### config.mk
export PLATFORM = sky130hd
export DESIGN_NAME = clip_stack_rect_fill
export DESIGN_NICKNAME = d
export VERILOG_FILES = /design/src/rtl/core/csrf_pkg.sv /design/src/rtl/core/clip_stack_rect_fill.sv /design/src/rtl/core/csrf_cfg.sv /design/src/rtl/core/csrf_axis.sv /design/src/rtl/core/csrf_stack.sv
export SDC_FILE = /design/constraint.sdc
export NUM_CORES = 2
export LEC_CHECK = 0
export BUFFER_PORTS_ARGS = -buffer_cell sky130_fd_sc_hd__buf_2
export CELL_PAD_IN_SITES_DETAIL_PLACEMENT = 2
export CELL_PAD_IN_SITES_GLOBAL_PLACEMENT = 2
export CORE_UTILIZATION = 25
export DETAILED_ROUTE_END_ITERATION = 16
export PLACE_DENSITY_LB_ADDON = 0.1
export RECOVER_POWER = 100
export SLEW_MARGIN = 20
export SYNTH_ARGS = -nofsm -noshare
export SYNTH_HDL_FRONTEND = slang
export SYNTH_SLANG_ARGS = --single-unit
### constraint.sdc
create_clock -name clk -period 24.7 [get_ports clk]
set_clock_uncertainty 0.1 [all_clocks]
set_input_delay 1.235 -clock clk [delete_from_list [all_inputs] [get_ports clk]]
set_output_delay 1.235 -clock clk [all_outputs]
set_load 0.01 [all_outputs]
### src/rtl/core/csrf_pkg.sv
`timescale 1ns / 1ps
// Shared types and constants for the clip stack rectangle fill block.
// No dependencies; imported by every module under rtl/core.
package csrf_pkg;

    localparam int STACK_DEPTH = 16;
    localparam int LEVEL_W     = $clog2(STACK_DEPTH + 1);
    localparam int SLOTS       = STACK_DEPTH - 1;
    localparam int SLOT_W      = (SLOTS > 1) ? $clog2(SLOTS) : 1;

    localparam int CFG_INDEX_W = 2;
    localparam int CFG_DATA_W  = 30;

    localparam logic [1:0] OP_PUSH = 2'd0;
    localparam logic [1:0] OP_POP  = 2'd1;
    localparam logic [1:0] OP_FILL = 2'd2;
    localparam logic [1:0] OP_NOP  = 2'd3;

    localparam logic [CFG_INDEX_W-1:0] REG_SCREEN_WIDTH  = 2'd0;
    localparam logic [CFG_INDEX_W-1:0] REG_SCREEN_HEIGHT = 2'd1;
    localparam logic [CFG_INDEX_W-1:0] REG_ROW_PITCH     = 2'd2;
    localparam logic [CFG_INDEX_W-1:0] REG_FRAME_BASE    = 2'd3;

    typedef struct packed {
        logic [1:0]         op;
        logic signed [15:0] rect_x;
        logic signed [15:0] rect_y;
        logic [15:0]        rect_width;
        logic [15:0]        rect_height;
        logic [31:0]        fill_colour;
    } cmd_t;

    typedef struct packed {
        logic [15:0]        top_x;
        logic [15:0]        top_y;
        logic [15:0]        top_width;
        logic [15:0]        top_height;
        logic [LEVEL_W-1:0] stack_level;
        logic               ignored;
        logic               fill_present;
        logic [31:0]        fill_address;
        logic [15:0]        fill_columns;
        logic [15:0]        fill_rows;
        logic [31:0]        fill_value;
    } rsp_t;

    typedef struct packed {
        logic [15:0] screen_width;
        logic [15:0] screen_height;
        logic [17:0] row_pitch_bytes;
        logic [29:0] frame_base;
    } cfg_t;

    typedef struct packed {
        logic [15:0] x;
        logic [15:0] y;
        logic [15:0] w;
        logic [15:0] h;
    } clip_t;

    typedef struct packed {
        clip_t              top;
        logic [LEVEL_W-1:0] level;
        logic               ignored;
    } stack_after_t;

endpackage

### src/rtl/core/clip_stack_rect_fill.sv
`timescale 1ns / 1ps
// Clip rectangle stack with clipped fill: top level.
// An accepted request is held in the request register, and its result is written
// to the result register, from which it is taken.
// Throughput: one request per cycle unless the result side stalls; the clip
// intersection, stack update and address multiply fit between those two registers.
// Reset: stack back to the full-screen base, config registers to their defaults,
// both pipeline registers empty. The clip store is not cleared.
module clip_stack_rect_fill
    import csrf_pkg::*;
(
    input  logic                   clk,
    input  logic                   rst_n,
    input  logic                   cfg_write,
    input  logic [CFG_INDEX_W-1:0] cfg_index,
    input  logic [CFG_DATA_W-1:0]  cfg_data,
    input  logic                   cmd_valid,
    output logic                   cmd_stall,
    input  cmd_t                   cmd,
    output logic                   rsp_valid,
    input  logic                   rsp_stall,
    output rsp_t                   rsp
);

    cfg_t         cfg;
    logic         cmd_valid_reg;
    cmd_t         cmd_reg;
    logic         rsp_valid_reg;
    rsp_t         rsp_reg;
    rsp_t         rsp_next;
    logic         advance;
    logic         stack_step;
    clip_t        cur_top;
    clip_t        cut_clip;
    stack_after_t after;
    logic [15:0]  stride;
    logic [31:0]  row_offset;
    logic [31:0]  fill_addr;
    logic         fill_hit;

    csrf_cfg u_cfg (
        .clk       (clk),
        .rst_n     (rst_n),
        .cfg_write (cfg_write),
        .cfg_index (cfg_index),
        .cfg_data  (cfg_data),
        .cfg       (cfg)
    );

    // Result register frees up when empty or when its request is taken.
    assign advance    = !rsp_valid_reg || !rsp_stall;
    assign cmd_stall  = cmd_valid_reg && !advance;
    assign stack_step = cmd_valid_reg && advance;

    // Request register: hold while the result side is blocked.
    always_ff @(posedge clk or negedge rst_n)
    begin
        if (!rst_n)
            cmd_valid_reg <= 1'b0;
        else if (!cmd_stall)
            cmd_valid_reg <= cmd_valid;
    end

    always_ff @(posedge clk)
    begin
        if (cmd_valid && !cmd_stall)
            cmd_reg <= cmd;
    end

    // Intersect the request rectangle with the current top clip, per axis.
    csrf_axis u_axis_x (
        .start     (cmd_reg.rect_x),
        .span      (cmd_reg.rect_width),
        .clip_lo   (cur_top.x),
        .clip_span (cur_top.w),
        .lo        (cut_clip.x),
        .len       (cut_clip.w)
    );

    csrf_axis u_axis_y (
        .start     (cmd_reg.rect_y),
        .span      (cmd_reg.rect_height),
        .clip_lo   (cur_top.y),
        .clip_span (cur_top.h),
        .lo        (cut_clip.y),
        .len       (cut_clip.h)
    );

    csrf_stack u_stack (
        .clk      (clk),
        .rst_n    (rst_n),
        .step     (stack_step),
        .op       (cmd_reg.op),
        .cut_clip (cut_clip),
        .cfg      (cfg),
        .cur_top  (cur_top),
        .after    (after)
    );

    // Fill address: base + row * (pitch / 4) + column, wrapping at 32 bits.
    always_comb
    begin
        stride     = cfg.row_pitch_bytes[17:2];
        row_offset = {16'd0, cut_clip.y} * {16'd0, stride};
        fill_addr  = row_offset + {2'b00, cfg.frame_base} + {16'd0, cut_clip.x};
        fill_hit   = (cmd_reg.op == OP_FILL) && (cut_clip.w != 16'd0)
                     && (cut_clip.h != 16'd0);

        rsp_next.top_x        = after.top.x;
        rsp_next.top_y        = after.top.y;
        rsp_next.top_width    = after.top.w;
        rsp_next.top_height   = after.top.h;
        rsp_next.stack_level  = after.level;
        rsp_next.ignored      = after.ignored;
        rsp_next.fill_present = fill_hit;
        rsp_next.fill_address = fill_hit ? fill_addr : 32'd0;
        rsp_next.fill_columns = fill_hit ? cut_clip.w : 16'd0;
        rsp_next.fill_rows    = fill_hit ? cut_clip.h : 16'd0;
        rsp_next.fill_value   = fill_hit ? cmd_reg.fill_colour : 32'd0;
    end

    // Result register: advance when free, hold while stalled.
    always_ff @(posedge clk or negedge rst_n)
    begin
        if (!rst_n)
            rsp_valid_reg <= 1'b0;
        else if (advance)
            rsp_valid_reg <= cmd_valid_reg;
    end

    always_ff @(posedge clk)
    begin
        if (stack_step)
            rsp_reg <= rsp_next;
    end

    assign rsp_valid = rsp_valid_reg;
    assign rsp       = rsp_reg;

    // Every stack step lands in the result register on the next edge.
    a_step_lands: assert property (@(posedge clk) disable iff (!rst_n)
        stack_step |=> rsp_valid)
        else $error("stack step did not produce a result");

    a_level_range: assert property (@(posedge clk) disable iff (!rst_n)
        rsp_valid |-> (rsp.stack_level != LEVEL_W'(0))
                      && (rsp.stack_level <= LEVEL_W'(STACK_DEPTH)))
        else $error("stack level out of range");

    a_ignored_no_fill: assert property (@(posedge clk) disable iff (!rst_n)
        rsp_valid |-> !(rsp.ignored && rsp.fill_present))
        else $error("ignored request reported a fill");

    a_fill_nonempty: assert property (@(posedge clk) disable iff (!rst_n)
        (rsp_valid && rsp.fill_present) |->
            (rsp.fill_columns != 16'd0) && (rsp.fill_rows != 16'd0))
        else $error("fill reported with an empty area");

endmodule

### src/rtl/core/csrf_cfg.sv
`timescale 1ns / 1ps
// Configuration register file: screen size, row pitch and frame base.
// Depends on csrf_pkg.
module csrf_cfg
    import csrf_pkg::*;
(
    input  logic                   clk,
    input  logic                   rst_n,
    input  logic                   cfg_write,
    input  logic [CFG_INDEX_W-1:0] cfg_index,
    input  logic [CFG_DATA_W-1:0]  cfg_data,
    output cfg_t                   cfg
);

    cfg_t cfg_reg;

    always_ff @(posedge clk or negedge rst_n)
    begin
        if (!rst_n)
        begin
            cfg_reg.screen_width    <= 16'd640;
            cfg_reg.screen_height   <= 16'd480;
            cfg_reg.row_pitch_bytes <= 18'd2560;
            cfg_reg.frame_base      <= 30'd0;
        end
        else if (cfg_write)
        begin
            case (cfg_index)
                REG_SCREEN_WIDTH:  cfg_reg.screen_width    <= cfg_data[15:0];
                REG_SCREEN_HEIGHT: cfg_reg.screen_height   <= cfg_data[15:0];
                REG_ROW_PITCH:     cfg_reg.row_pitch_bytes <= cfg_data[17:0];
                REG_FRAME_BASE:    cfg_reg.frame_base      <= cfg_data[29:0];
                default:           cfg_reg.frame_base      <= cfg_reg.frame_base;
            endcase
        end
    end

    assign cfg = cfg_reg;

endmodule

### src/rtl/core/csrf_axis.sv
`timescale 1ns / 1ps
// One-axis intersection of a signed span against an unsigned clip span.
// Depends on csrf_pkg.
module csrf_axis
    import csrf_pkg::*;
(
    input  logic signed [15:0] start,
    input  logic [15:0]        span,
    input  logic [15:0]        clip_lo,
    input  logic [15:0]        clip_span,
    output logic [15:0]        lo,
    output logic [15:0]        len
);

    logic signed [17:0] a;
    logic signed [17:0] b;
    logic signed [17:0] s;
    logic signed [17:0] ea;
    logic signed [17:0] eb;
    logic signed [17:0] e;
    logic signed [17:0] diff;

    always_comb
    begin
        a    = {{2{start[15]}}, start};
        b    = {2'b00, clip_lo};
        ea   = a + {2'b00, span};
        eb   = b + {2'b00, clip_span};
        s    = (a > b) ? a : b;
        e    = (ea < eb) ? ea : eb;
        diff = e - s;
        // start is never below the clip edge, so it fits 16 bits unsigned
        lo   = s[15:0];
        len  = (e > s) ? diff[15:0] : 16'd0;
    end

endmodule

### src/rtl/core/csrf_stack.sv
`timescale 1ns / 1ps
// Clip stack: level counter, cached top clip and the store of levels 2 and up.
// Depends on csrf_pkg.
module csrf_stack
    import csrf_pkg::*;
(
    input  logic         clk,
    input  logic         rst_n,
    input  logic         step,
    input  logic [1:0]   op,
    input  clip_t        cut_clip,
    input  cfg_t         cfg,
    output clip_t        cur_top,
    output stack_after_t after
);

    logic [LEVEL_W-1:0] level_reg;
    logic [LEVEL_W-1:0] level_next;
    clip_t              top_reg;
    clip_t              top_next;
    clip_t              store_reg [SLOTS];
    clip_t              screen;
    logic [LEVEL_W-1:0] push_pos;
    logic [LEVEL_W-1:0] pop_pos;
    logic [SLOT_W-1:0]  push_slot;
    logic [SLOT_W-1:0]  pop_slot;
    logic               at_base;
    logic               full;
    logic               do_push;
    logic               ignored;

    always_comb
    begin
        screen    = '{x: 16'd0, y: 16'd0, w: cfg.screen_width, h: cfg.screen_height};
        at_base   = (level_reg == LEVEL_W'(1));
        full      = (level_reg == LEVEL_W'(STACK_DEPTH));
        push_pos  = level_reg - LEVEL_W'(1);
        pop_pos   = level_reg - LEVEL_W'(3);
        push_slot = push_pos[SLOT_W-1:0];
        pop_slot  = pop_pos[SLOT_W-1:0];
        cur_top   = at_base ? screen : top_reg;

        level_next = level_reg;
        top_next   = top_reg;
        do_push    = 1'b0;
        ignored    = 1'b0;
        case (op)
            OP_PUSH:
            begin
                if (full)
                    ignored = 1'b1;
                else
                begin
                    do_push    = 1'b1;
                    top_next   = cut_clip;
                    level_next = level_reg + LEVEL_W'(1);
                end
            end
            OP_POP:
            begin
                if (at_base)
                    ignored = 1'b1;
                else
                begin
                    level_next = level_reg - LEVEL_W'(1);
                    // when the level below is the base, the screen replaces the value read here
                    top_next   = store_reg[pop_slot];
                end
            end
            default:
            begin
                level_next = level_reg;
            end
        endcase

        after.top     = (level_next == LEVEL_W'(1)) ? screen : top_next;
        after.level   = level_next;
        after.ignored = ignored;
    end

    always_ff @(posedge clk or negedge rst_n)
    begin
        if (!rst_n)
            level_reg <= LEVEL_W'(1);
        else if (step)
            level_reg <= level_next;
    end

    always_ff @(posedge clk)
    begin
        if (step)
            top_reg <= top_next;
        if (step && do_push)
            store_reg[push_slot] <= cut_clip;
    end

endmodule

* Yosys cells after proc, flatten, opt, wreduce, memory -nomap -nowiden
Memory sizes are Yosys's and may differ from the RTL's. Index checks and enable logic that the tools add are counted.
Cells by class: add/sub/neg operators 11, multiply operators 1, magnitude comparators 6, equality and inequality tests 8, multiplexer cells 21, reduce and logical (&&, ||, !) cells 19
Operator list (number):
- two-way mux 64 bit | 3
- one-hot mux 64 bit (2 select lines) | 1
- two-way mux 18 bit | 4
- adder 16 x 17 -> 18 bit | 2
- greater-than comparator 18 bit | 2
- less-than comparator 18 bit | 2
- adder 16 x 16 -> 17 bit | 2
- greater-than comparator 16 x 17 -> 1 bit | 2
- adder 32 x 16 -> 32 bit | 1
- adder 32 x 30 -> 32 bit | 1
- multiplier 16 x 16 -> 32 bit | 1
- two-way mux 16 bit | 2
- two-way mux 32 bit | 1
- nonzero test 16 bit | 2
- subtractor 16 bit | 2
- equality test 5 x 1 -> 1 bit (second input constant) | 2
- two-way mux 5 bit | 2
- one-hot mux 5 bit (2 select lines) | 1
- AND reduction 2 bit | 4
- equality test 2 bit (second input constant) | 3
- logical AND 1 bit | 6
- two-way mux 1 bit | 6
- adder 5 x 1 -> 5 bit (second input constant) | 1
- equality test 5 bit (second input constant) | 1
- other kinds (7) | 12
Storage, ports and cells: flip-flop bits (word level) 416, RAM bits 960, bits of input ports 135, output and inout bits 169, logic and storage cells 95, memories kept 1
Memory list:
- u_stack.store_reg | words 15, width 64, rd ports 1, clocked after Yosys merged registers in 0, wr ports 1, RTL line csrf_stack.sv:21 | clip_t store_reg [SLOTS];

* Depth between registers and ports, before layout
depth after elaboration 10, gate-level depth with buffers 42, mapped depth without buffers 37

* Hierarchy
From an unflattened synthesis, not the netlist that was laid out.
Second synthesis, totals: cell total of the unflattened synthesis 5032, area, all modules 70267.4 um2
Modules (own cells, without submodules):
- csrf_stack | times used 1, cells an instance 2296, area each 41543.6 um2
- clip_stack_rect_fill | times used 1, cells an instance 1566, area each 18736.7 um2
- csrf_axis (u_axis_y) | times used 1, cells an instance 499, area each 3494.6 um2
- csrf_axis (u_axis_x) | times used 1, cells an instance 501, area each 3479.6 um2
- csrf_cfg | times used 1, cells an instance 170, area each 3012.9 um2

* Worst setup path after synthesis
OpenSTA, ideal clock, no wires.
kind flip-flop to flip-flop, start point register u_stack.level_reg[1], end point register rsp_reg (netlist bit rsp[94]), data pin, library setup time 0.266 ns, arrival time 8.926 ns, data required time 24.334 ns, path slack 15.408 ns, stages on the path, launching flop included 37, buffers on the path 3, clock period less this slack 9.292 ns, cells stage by stage dfrtp_1 -> inv_1 -> ha_1 -> nor4b_4 -> clkbuf_1 -> nor2b_1 -> inv_1 -> ha_1 -> nor2b_1 -> o21a_1 -> o21a_1 -> o21ai_0 -> a21oi_1 -> clkbuf_1 -> or4_1 -> nand3_1 -> clkbuf_1 -> nand2_1 -> fa_1 -> inv_1 -> fa_1 -> fa_1 -> fa_1 -> fa_1 -> inv_1 -> fa_1 -> inv_1 -> ha_1 -> a2111oi_0 -> o21ai_0 -> a22o_1 -> a31o_2 -> a21oi_1 -> o2111ai_1 -> a21oi_1 -> xor2_1 -> nor2_1
RTL lines:
- from (decl) | RTL line csrf_stack.sv:17 | logic [LEVEL_W-1:0] level_reg;
- from (signal assigned) | RTL line csrf_stack.sv:86 | level_reg <= level_next;
- to (signal assigned) | RTL line clip_stack_rect_fill.sv:134 | rsp_reg <= rsp_next;
- to (decl) | RTL line clip_stack_rect_fill.sv:29 | rsp_t rsp_reg;

* Final worst setup path
start point register u_stack.level_reg[0], end point register rsp_reg (netlist bit rsp[94]), data pin
On the way: cells in the longest elaborated chain, start to end 10, elaborated cells between the ends (all ways) 25
Ends and longest elaborated chain:
- equality test 5 x 1 -> 1 bit (*) | RTL line csrf_stack.sv:35 | at_base = (level_reg == LEVEL_W'(1));
- two-way mux 64 bit (*) | RTL line csrf_stack.sv:41 | cur_top = at_base ? screen : top_reg;
- parallel branches: the longest is 8 deep, another holds multiplier 16 x 16 -> 32 bit
Mark *: on every way between the ends. A chain may end at the register's enable or synchronous reset.

==> reports/metrics.cfg <==
[critical_path]
rr_worst_depth=35
crit_path_max_incr_delay_ns=1.96
crit_path_max_fanout=37
end_kind=register
crit_arrival_ns=17.44
critPathTopFamily=buffers and inverters
critPathKind=reg2reg
cp_num_cells=35
path_buf_inv=8
critPathRequiredTime_ns=25.11
crit_path_top_delay_cell=clkbuf_1
crit_top_cell=fa_1
cp-start-kind=register

[die]
die_area_um2=281000
dieWidth_um=530
core_area_um2=277000
die_h_um=530
rows=193
initial_core_util_pct=25.2
io-pin-count=304

[run]
drv_cap=72

[clock_tree]
clkTransAtPathRegs_ns=0.06
cts_tree=yes
cts.repair.resized=0
h-tree-depth=4
clock_latency_ns=0.86
postCtsHoldBufs=0
cts-buffers-inserted=170
clockBufferDepth=4
cts_sinks=1374
cts-root-buf=clkbuf_16
cts_setup_buffers=0

[sta]
hold_viol=0
max_slew_margin_pct=-193
final.setup.tns_ns=0
finalCritPeriodShare_pct=69.0
drv_slew=2250
rsz0062_at_grt=no
worst_slew_pin_slew_ns=4.37
max_freq_ghz=0.0587
setup_viol_count_final=0
min_period_ns=17.04

[layout]
largest_reg_flops=960
syn2layout_area_growth_pct=15.9
fin_nets=5835
final_layout_size_suffix_gt1_share_pct=14.7
stdcell_area_um2=80800

[logic_synthesis]
ys_ff_latch=1374
synth_edf_count=1289
syn_area_um2=69700
postSynth.asyncResetShare_pct=6.19
ys_seq_area_share_pct=58.6
synth_flop_cell=edfxtp_1
ys_types=79
yosysWarningCount=0
synthCells=4799
synth_area_per_cell_um2=14.5

[placed_design]
place_area_um2=76100
hpwl_um=175000
port_buffers=303
gp_congestion=0.795

[min_path]
holdPathStages=1
hold_path.class=reg2reg

[grt]
antenna_found_initial=36
grt_overflow_total=0
grt_max_degree=137
grt_usage_pct=18.3
grt_pass1_wl_um=363000
grt_pass1_vias=46400

[route]
drc_errors=0
avgViaCountPerCell=4.72
drt_iter0_drc=2954
routedWlPerCell_um=28.6
ant_nets=0
num_vias=42600
drt_pass1_iterations=5
wirelength_um=258000

[run_status]
failed_checks=capacitance limit, slew limit
status=complete, but fails checks

==> through the flow <==
stage	util [%]	worst slack, ns	hold slack, ns	std cells
2_1_floorplan	-	15.41	0.357	4802
3_3_place_gp	27.5	12.45	0.389	8713
3_5_place_dp	27.5	12.24	0.383	8713
4_1_cts	29.4	12.10	0.344	9007
5_1_grt	29.2	6.33	0.417	9009
6_report	29.2	7.66	0.398	9017
==> cell usage after synthesis (76+ instances only) <==
| library cell | number | area [um^2] |
|---|---|---|
| nor2_1 | 164 | 616 |
| mux2i_1 | 83 | 831 |
| clkbuf_1 | 145 | 544 |
| ha_1 | 273 | 3420 |
| fa_1 | 246 | 4920 |
| mux4_2 | 256 | 5770 |
| dfrtp_1 | 76 | 1900 |
| and2_1 | 203 | 1270 |
| nand2_1 | 414 | 1550 |
| edfxtp_1 | 1289 | 38700 |
| o21ai_0 | 204 | 1020 |
| a21oi_1 | 109 | 546 |
| mux2_2 | 116 | 1310 |
| inv_1 | 463 | 1740 |
==> routing by layer <==
metal,GRT usage (%),up-vias,routed length [um]
met3,1.83,269,8990
met4,4.94,0,7700
met5,0,-,0
met1,25.6,23000,121000
met2,29.9,814,120000
li1,-,18500,-
==> area by class of cell <==
| cell class | instances | area, um^2 |
|---|---|---|
| Tap cell | 3705 | 4640 |
| Inverter | 464 | 1740 |
| Sequential cell | 1374 | 40800 |
| Clock buffer | 218 | 4640 |
| Multi-Input combinational cell | 2757 | 26400 |
| Clock inverter | 76 | 627 |
| Fill cell | 29100 | 196000 |
| Timing Repair Buffer | 414 | 1850 |
| Antenna cell | 9 | 22.5 |
==> cell families (layout without fill, tap and decap cells) <==
logic type / after synthesis / count (layout) / share of synthesized area, %
buffers and inverters: 671 / 1172 / 3.68
and+or+nand+nor: 1044 / 1044 / 7.22
muxes: 455 / 455 / 11.3
AOI/OAI and AO/OA: 636 / 636 / 5.96
other: 1 / 13 / 0.00538
xor gates and xnor gates: 99 / 99 / 1.24
DFF: 1374 / 1374 / 58.6
adders and majority gates: 519 / 519 / 12.0
==> placed cells by master (no fill, tap or decap), types with 83 or more instances in the layout <==
master | netlist | layout
a21oi_1 | 109 | 108
and2_1 | 203 | 151
buf_2 | 20 | 118
clkbuf_1 | 145 | 294
clkbuf_16 | 0 | 174
edfxtp_1 | 1289 | 1289
fa_1 | 246 | 246
ha_1 | 273 | 273
inv_1 | 463 | 462
mux2_2 | 116 | 91
mux2i_1 | 83 | 83
mux4_2 | 256 | 256
nand2_1 | 414 | 414
nor2_1 | 164 | 155
o21ai_0 | 204 | 205
==> final timing paths <==
check | end | slack, ns | startpoint
setup / recovery | rsp[94] | 7.66 | u_stack.level_reg[0]
hold / removal | rsp_valid | 0.40 | cmd_valid_reg
setup reg to reg | rsp[94] | 7.66 | u_stack.level_reg[0]
hold reg to reg | rsp_valid | 0.40 | cmd_valid_reg
max in group asynchronous | u_cfg.cfg[38] | 18.49 | rst_n
min in group asynchronous | u_cfg.cfg[34] | 1.22 | rst_n
Power is not shown: default switching activity piles up to over one toggle a cycle in this logic, so the estimate is an artifact.
